===== config.mk =====
export PLATFORM = sky130hd
export DESIGN_NAME = mgps_mac
export DESIGN_NICKNAME = d
export VERILOG_FILES = /design/src/hw/rtl/mgps_pkg.sv /design/src/hw/rtl/mgps_mac.sv
export SDC_FILE = /design/constraint.sdc
export NUM_CORES = 2
export LEC_CHECK = 0
export BUFFER_PORTS_ARGS = -buffer_cell sky130_fd_sc_hd__buf_2
export CELL_PAD_IN_SITES_DETAIL_PLACEMENT = 0
export CELL_PAD_IN_SITES_GLOBAL_PLACEMENT = 2
export CORE_MARGIN = 3
export CORE_UTILIZATION = 45
export DETAILED_ROUTE_END_ITERATION = 10
export GPL_ROUTABILITY_DRIVEN = 0
export PLACE_DENSITY = 0.88
export SYNTH_ARGS = -nofsm -noshare
export SYNTH_HDL_FRONTEND = slang
export SYNTH_SLANG_ARGS = --single-unit

===== constraint.sdc =====
create_clock -name clk -period 19.6 [get_ports clk]
set_input_delay 0.98 -clock clk [delete_from_list [all_inputs] [get_ports clk]]
set_output_delay 0.98 -clock clk [all_outputs]
set_load 0.01 [all_outputs]

===== src/hw/rtl/mgps_pkg.sv =====
`timescale 1ns / 1ps
// Shared constants, word types and state encodings of the masked gather product-sum unit.
package mgps_pkg;

  localparam int MAP_LEN = 64;
  localparam int X_DEPTH = 4096;
  localparam int Q_DEPTH = 4096;

  localparam int MAP_AW = $clog2(MAP_LEN);
  localparam int X_AW   = $clog2(X_DEPTH);
  localparam int Q_AW   = $clog2(Q_DEPTH);

  localparam int ADDR_W    = 12;
  localparam int VAL_W     = 32;
  localparam int MAP_W     = 7;
  localparam int CFG_W     = 7;
  localparam int CFG_IDX_W = 1;
  localparam int IDX_W     = 6;
  localparam int ACC_W     = 2 * VAL_W;
  localparam int IX_W      = MAP_W + CFG_W + 1;

  localparam logic [CFG_W-1:0] X_STRIDE_RST = CFG_W'(64);
  localparam logic [CFG_W-1:0] Q_ROWS_RST   = CFG_W'(64);

  typedef enum logic [CFG_IDX_W-1:0] {
    CFG_X_STRIDE = 1'b0,
    CFG_Q_ROWS   = 1'b1
  } cfg_reg_t;

  typedef enum logic [2:0] {
    REQ_ROW_MAP = 3'd0,
    REQ_COL_MAP = 3'd1,
    REQ_X       = 3'd2,
    REQ_Q       = 3'd3,
    REQ_PAIR    = 3'd4
  } req_type_t;

  typedef enum logic [1:0] {
    ST_IDLE,
    ST_MAP,
    ST_VAL,
    ST_ACC
  } state_t;

  typedef struct packed {
    logic [2:0]              req_type;
    logic [ADDR_W-1:0]       addr;
    logic signed [VAL_W-1:0] wdata;
    logic [IDX_W-1:0]        row_index;
    logic [IDX_W-1:0]        col_index;
    logic                    last;
  } in_word_t;

  typedef struct packed {
    logic signed [ACC_W-1:0] total;
    logic                    saturated;
  } out_word_t;

  typedef struct packed {
    logic                    row_map_we;
    logic                    col_map_we;
    logic                    x_we;
    logic                    q_we;
    logic [ADDR_W-1:0]       addr;
    logic signed [VAL_W-1:0] wdata;
  } store_wr_t;

  typedef struct packed {
    logic mul_en;
    logic hit;
    logic acc_en;
    logic last;
  } mac_ctrl_t;

endpackage


===== src/hw/rtl/mgps_mac.sv =====
`timescale 1ns / 1ps
// Product register, saturating 64-bit accumulator and result output register.
module mgps_mac import mgps_pkg::*; (
  input  logic                    clk,
  input  logic                    rst_n,
  input  mac_ctrl_t               ctrl,
  input  logic signed [VAL_W-1:0] x_val,
  input  logic signed [VAL_W-1:0] q_val,
  input  logic                    out_ready,
  output logic                    out_valid,
  output out_word_t               out_word,
  output logic                    out_free
);

  localparam logic signed [ACC_W-1:0] ACC_MAX = {1'b0, {(ACC_W-1){1'b1}}};
  localparam logic signed [ACC_W-1:0] ACC_MIN = {1'b1, {(ACC_W-1){1'b0}}};

  logic signed [ACC_W-1:0] prod_full;
  logic signed [ACC_W-1:0] prod_r;
  logic signed [ACC_W-1:0] prod_nxt;
  logic signed [ACC_W-1:0] acc_r;
  logic signed [ACC_W-1:0] acc_nxt;
  logic                    sat_r;
  logic                    sat_nxt;
  logic                    out_valid_r;
  logic                    out_valid_nxt;
  out_word_t               out_word_r;
  logic [ACC_W:0]          sum_wide;
  logic                    ovf;
  logic signed [ACC_W-1:0] sum_sat;

  assign prod_full = x_val * q_val;
  assign prod_nxt  = ctrl.hit ? prod_full : '0;

  always_ff @(posedge clk) begin
    if (ctrl.mul_en) begin
      prod_r <= prod_nxt;
    end
  end

  assign sum_wide = {acc_r[ACC_W-1], acc_r} + {prod_r[ACC_W-1], prod_r};
  assign ovf      = sum_wide[ACC_W] ^ sum_wide[ACC_W-1];
  assign sum_sat  = ovf ? (sum_wide[ACC_W] ? ACC_MIN : ACC_MAX) : sum_wide[ACC_W-1:0];

  always_comb begin
    acc_nxt       = acc_r;
    sat_nxt       = sat_r;
    out_valid_nxt = out_valid_r && !out_ready;
    if (ctrl.acc_en) begin
      acc_nxt = ctrl.last ? '0 : sum_sat;
      sat_nxt = ctrl.last ? 1'b0 : (sat_r || ovf);
      if (ctrl.last) begin
        out_valid_nxt = 1'b1;
      end
    end
  end

  always_ff @(posedge clk) begin
    if (!rst_n) begin
      acc_r       <= '0;
      sat_r       <= 1'b0;
      out_valid_r <= 1'b0;
    end else begin
      acc_r       <= acc_nxt;
      sat_r       <= sat_nxt;
      out_valid_r <= out_valid_nxt;
    end
  end

  always_ff @(posedge clk) begin
    if (ctrl.acc_en && ctrl.last) begin
      out_word_r.total     <= sum_sat;
      out_word_r.saturated <= sat_r || ovf;
    end
  end

  assign out_valid = out_valid_r;
  assign out_word  = out_word_r;
  assign out_free  = !out_valid_r || out_ready;

endmodule


== Word level (Yosys, flattened, before mapping) ==
Index checks and enable logic that the tools add are counted.
Storage, ports and cells
  output and inout bits: 67
  logic and storage cells: 21
  register bits after elaboration: 195
  bits of input ports: 71
Operators by class
  add/sub/neg operators: 1
  $mul: 1
  bitwise operators: 1
  reduce and logical (&&, ||, !) cells: 6
  muxes and demuxes: 6
Operators by type and width (number)
  $mux W64: 3
  $add A64 B64 Y65: 1
  $mul A32 B32 Y64: 1
  $mux W1: 3
  $logic_and A1 B1 Y1: 2
  $logic_not A1 Y1: 2
  $logic_or A1 B1 Y1: 2
  $xor A1 B1 Y1: 1

== Longest topological paths before layout ==
  word-level depth: 4
  gate-level depth with buffers: 31
  mapped depth without buffers: 29

== Worst setup path after synthesis ==
No wires, ideal clock.
  path kind: input -> register
  start: in x_val[31]
  end: reg prod_r[60], data pin
  slack: 11299 ps
  setup time: 266 ps
  required time: 19334 ps
  cell stages on the path: 26
  arrival time: 8035 ps
  path buffers: 1
  cells stage by stage: clkbuf_1 > nand2_1 > inv_1 > fa_1 > inv_1 > fa_1 > inv_1 > fa_1 > fa_1 > fa_1 > fa_1 > fa_1 > inv_1 > fa_1 > inv_1 > ha_1 > inv_1 > or2_2 > or3_1 > nor3_1 > o31a_1 > a21oi_1 > o31ai_2 > a311oi_1 > xor2_1 > nor2_1
Between the ends
  cells in the longest elaborated chain, start to end: 1
Ends and longest elaborated chain
  start: declaration: RTL line mgps_mac.sv:7  | input logic signed [VAL_W-1:0] x_val,
  $mul A32 B32 Y64: RTL line mgps_mac.sv:32  | assign prod_full = x_val * q_val;
  end signal: assignment: RTL line mgps_mac.sv:37  | prod_r <= prod_nxt;
  end: declaration: RTL line mgps_mac.sv:19  | logic signed [ACC_W-1:0] prod_r;
Every way passes these cells.
A chain may end at the register's enable or synchronous reset.

== Worst setup path after layout ==
  start: in q_val[2]
  end: reg prod_r[59], data pin
Between the ends
  cells in the longest elaborated chain, start to end: 1
Ends and longest elaborated chain
  start: declaration: RTL line mgps_mac.sv:8  | input logic signed [VAL_W-1:0] q_val,
  $mul A32 B32 Y64: RTL line mgps_mac.sv:32
Every way passes these cells.

==> out/results.tsv <==
stage	metric	value	unit
routing	ant_nets	0	
setup_path	arrival	9.13	ns
cells_and_area	design_area	49100	um^2
setup_path	worstSetupPathType	in -> reg	
cells_and_area	finalNetCount	6355	
synthesis	syn-num-nets	6444	
timing	holdWs	0.460	ns
global_routing	top_usage_layer	met2	
die	coreArea	103000	um^2
timing	fin_skew	0.00872	ns
synthesis	yosys-top-cells-area	fa_1, inv_1, edfxtp_1, and2_1, ha_1	
timing	worst_slew_pin_slew	1.05	ns
cts	cts_buffers	17	
synthesis	syn_area_per_cell	9.33	um^2
global_routing	grt_antenna_before_repair	6	
routing	drt_iter0_drc	2051	
cts	cts.sinks	195	
synthesis	yosys_warnings	0	
synthesis	netlist_area	47000	um^2
cells_and_area	syn2layout_area_growth	4.41	%
global_routing	grt_max_degree	66	
die	start_util	0.458	
die	die_w	329	um
routing	wl_per_cell	19.7	um
job	max-cap-violations	0	
cells_and_area	drive_above_1_share	0.0455	
setup_path	cp.required	19.78	ns
cts	ctsHoldBuffers	0	
die	ios	138	
setup_path	cp_max_fo	32	
die	dieArea	108000	um^2
setup_path	endpoint_kind	flop	
timing	hold_violations	0	
synthesis	synth_fa_ha_area_frac	0.532	
global_routing	use_met2	0.379	
cts	tritoncts	yes	
synthesis	async_reset_ff_frac	0	
routing	drc	0	
hold_path	hp-class	reg -> reg	
cts	clkLatencyLatePin	0.46	ns
hold_path	hold_depth	2	
synthesis	yosysTopAreaCellShare	0.461	
timing	rsz0062_at_grt	no	
setup_path	start_kind	input pin	
cts	cts_resized	0	
synthesis	synth_compound_gate_area_share	0.0690	
routing	vias_per_cell	5.21	
synthesis	ys_ff_latch	195	
synthesis	synthMuxAreaShare	0.000213	
timing	relSlewSlack	0.302	
timing	finalSetupViolCount	0	
global_routing	met1_usage	0.350	
timing	fin_crit_sh	0.457	
place	hpwl	102	mm
timing	max_freq	112	MHz
synthesis	postSynthCellCount	5042	
cts	htree_levels	4	
routing	drt_pass1_iterations	5	
global_routing	grt_first_pass_wirelength	204	mm
timing	min_period	8.95	ns
cells_and_area	num-fill-cells	9995	
cts	path_clk_slew	0.07	ns
cts	clock_path_buffers	2	
die	die_y	329	um
cts	post_cts_buffers	0	
global_routing	grt_pass1_vias	36100	
synthesis	synth_cell_types	70	
cts	cts-root-buf	clkbuf_16	
global_routing	gr-total-overflow	0	
timing	fin_tns_setup	0	ns
synthesis	yosys.area.top_type	fa_1	
die	row_count	117	
synthesis	ys.flop_type	edfxtp_1	
place	portBuffers	137	
synthesis	synthSimpleGateAreaFrac	0.159	
setup_path	reg2reg_depth	14	
place	dpl_cell_area	48500	um^2
synthesis	synth_top_family_by_area	adder cells	
synthesis	synth_seq_area_share	0.110	
routing	drt-total-wl	125	mm
timing	timing_max_transition_violations_final	0	
synthesis	synth-edff-count	129	
routing	dr_total_vias	33000	
synthesis	synth_xor_area_frac	0.0227	
global_routing	grt_use_met3	0.0530	
run_status	status	complete, no violations	
global_routing	grt_use_total	0.241	
## synthesized netlist by cell type (25+ instances only)
cell,number
maj3_1,25
dfxtp_1,66
fa_1,1083
a21o_1,43
xnor2_1,76
xor2_1,46
inv_1,1048
a21oi_1,158
clkbuf_1,236
o21ai_0,97
and2_1,514
nand4_1,26
ha_1,248
o21bai_1,33
nor3_1,30
nand2_1,670
edfxtp_1,129
nor2_1,205
## stage by stage
stage	cells	setup WS, ns	utilization
after detailed placement	6302	10.18	0.472
after floorplan	5042	11.30	-
after global placement	6302	10.24	0.472
after CTS	6334	10.64	0.478
final	6337	10.65	0.478
after global routing	6335	10.16	0.478
## worst paths after layout
check                                               from                  endpoint  slack [ns]
worst max-delay path                            q_val[2]  prod_r[59]$_SDFFCE_PN0P_       10.65
worst min-delay path              acc_r[15]$_SDFFE_PN0P_    acc_r[15]$_SDFFE_PN0P_        0.46
worst max register to register  prod_r[25]$_SDFFCE_PN0P_     acc_r[6]$_SDFFE_PN0P_       14.89
worst min register to register    acc_r[15]$_SDFFE_PN0P_    acc_r[15]$_SDFFE_PN0P_        0.46
## cell type report
cell class                 instances  area, um^2  area share
multi-input combinational       3537       36900       0.751
antenna                            3        7.51    0.000153
sequential                       195        5190       0.106
tap                             1368        1710      0.0348
clock buffer                      20         437     0.00889
timing repair buffer             153         806      0.0164
clock inverter                    12         150     0.00306
inverter                        1049        3940      0.0802
## critical path, stage by stage
cell	delay, ns
buf_2	0.31
nand2_1	0.21
inv_1	0.11
fa_1	0.50
inv_1	0.08
fa_1	0.50
inv_1	0.08
fa_1	0.86
inv_1	0.21
fa_1	0.57
inv_1	0.05
fa_1	0.51
inv_1	0.06
fa_1	0.50
fa_1	0.41
fa_1	0.54
inv_1	0.04
ha_1	0.34
a21o_1	0.20
a21o_1	0.18
a21oi_1	0.17
o21ai_0	0.13
a221oi_1	0.29
nand3_1	0.23
a21boi_0	0.48
o221ai_1	0.25
xnor2_1	0.23
nor2_1	0.06
## state kept, by name, summed over array words and instances (netlist names)
register,flops
out_valid,1
acc_r,64
prod_r,64
sat_r,1
out_word,65
## kinds of logic after synthesis
| family | count (synthesis) |
|---|---|
| multiplexers | 1 |
| buffers and inverters | 1310 |
| AND/OR/NAND/NOR | 1553 |
| XOR/XNOR | 122 |
| adder cells (fa/ha/maj) | 1356 |
| flip-flops | 195 |
| AO/OA/AOI/OAI | 505 |
## per-layer routing
| metal | vias to the layer above | part of all wire |
|---|---|---|
| met5 | - | 0.00010 |
| met4 | 2 | 0.013 |
| met3 | 107 | 0.073 |
| met2 | 907 | 0.45 |
| met1 | 17000 | 0.47 |
| li1 | 15000 | - |
## cell usage in the layout (no fill, tap or decap), drive strengths merged, types with 5 or more instances in the layout
cell / count
a211oi: 16
nor4: 5
a22o: 10
clkbuf: 20
maj3: 25
edfxtp: 129
o21a: 17
o21ai: 130
xnor2: 76
a31oi: 12
buf: 153
o21bai: 33
a21boi: 10
inv: 1054
and2: 514
a21o: 43
and4: 7
nor3: 30
nand2b: 23
and3: 18
dfxtp: 66
o211ai: 15
o31ai: 17
xor2: 46
nand4: 26
nor2b: 11
a21oi: 160
a221o: 9
nand3: 24
nor2: 207
fa: 1083
ha: 248
nand2: 670
or3: 6
Power is not shown: default switching activity piles up to over one toggle a cycle in this logic, so the estimate is an artifact.
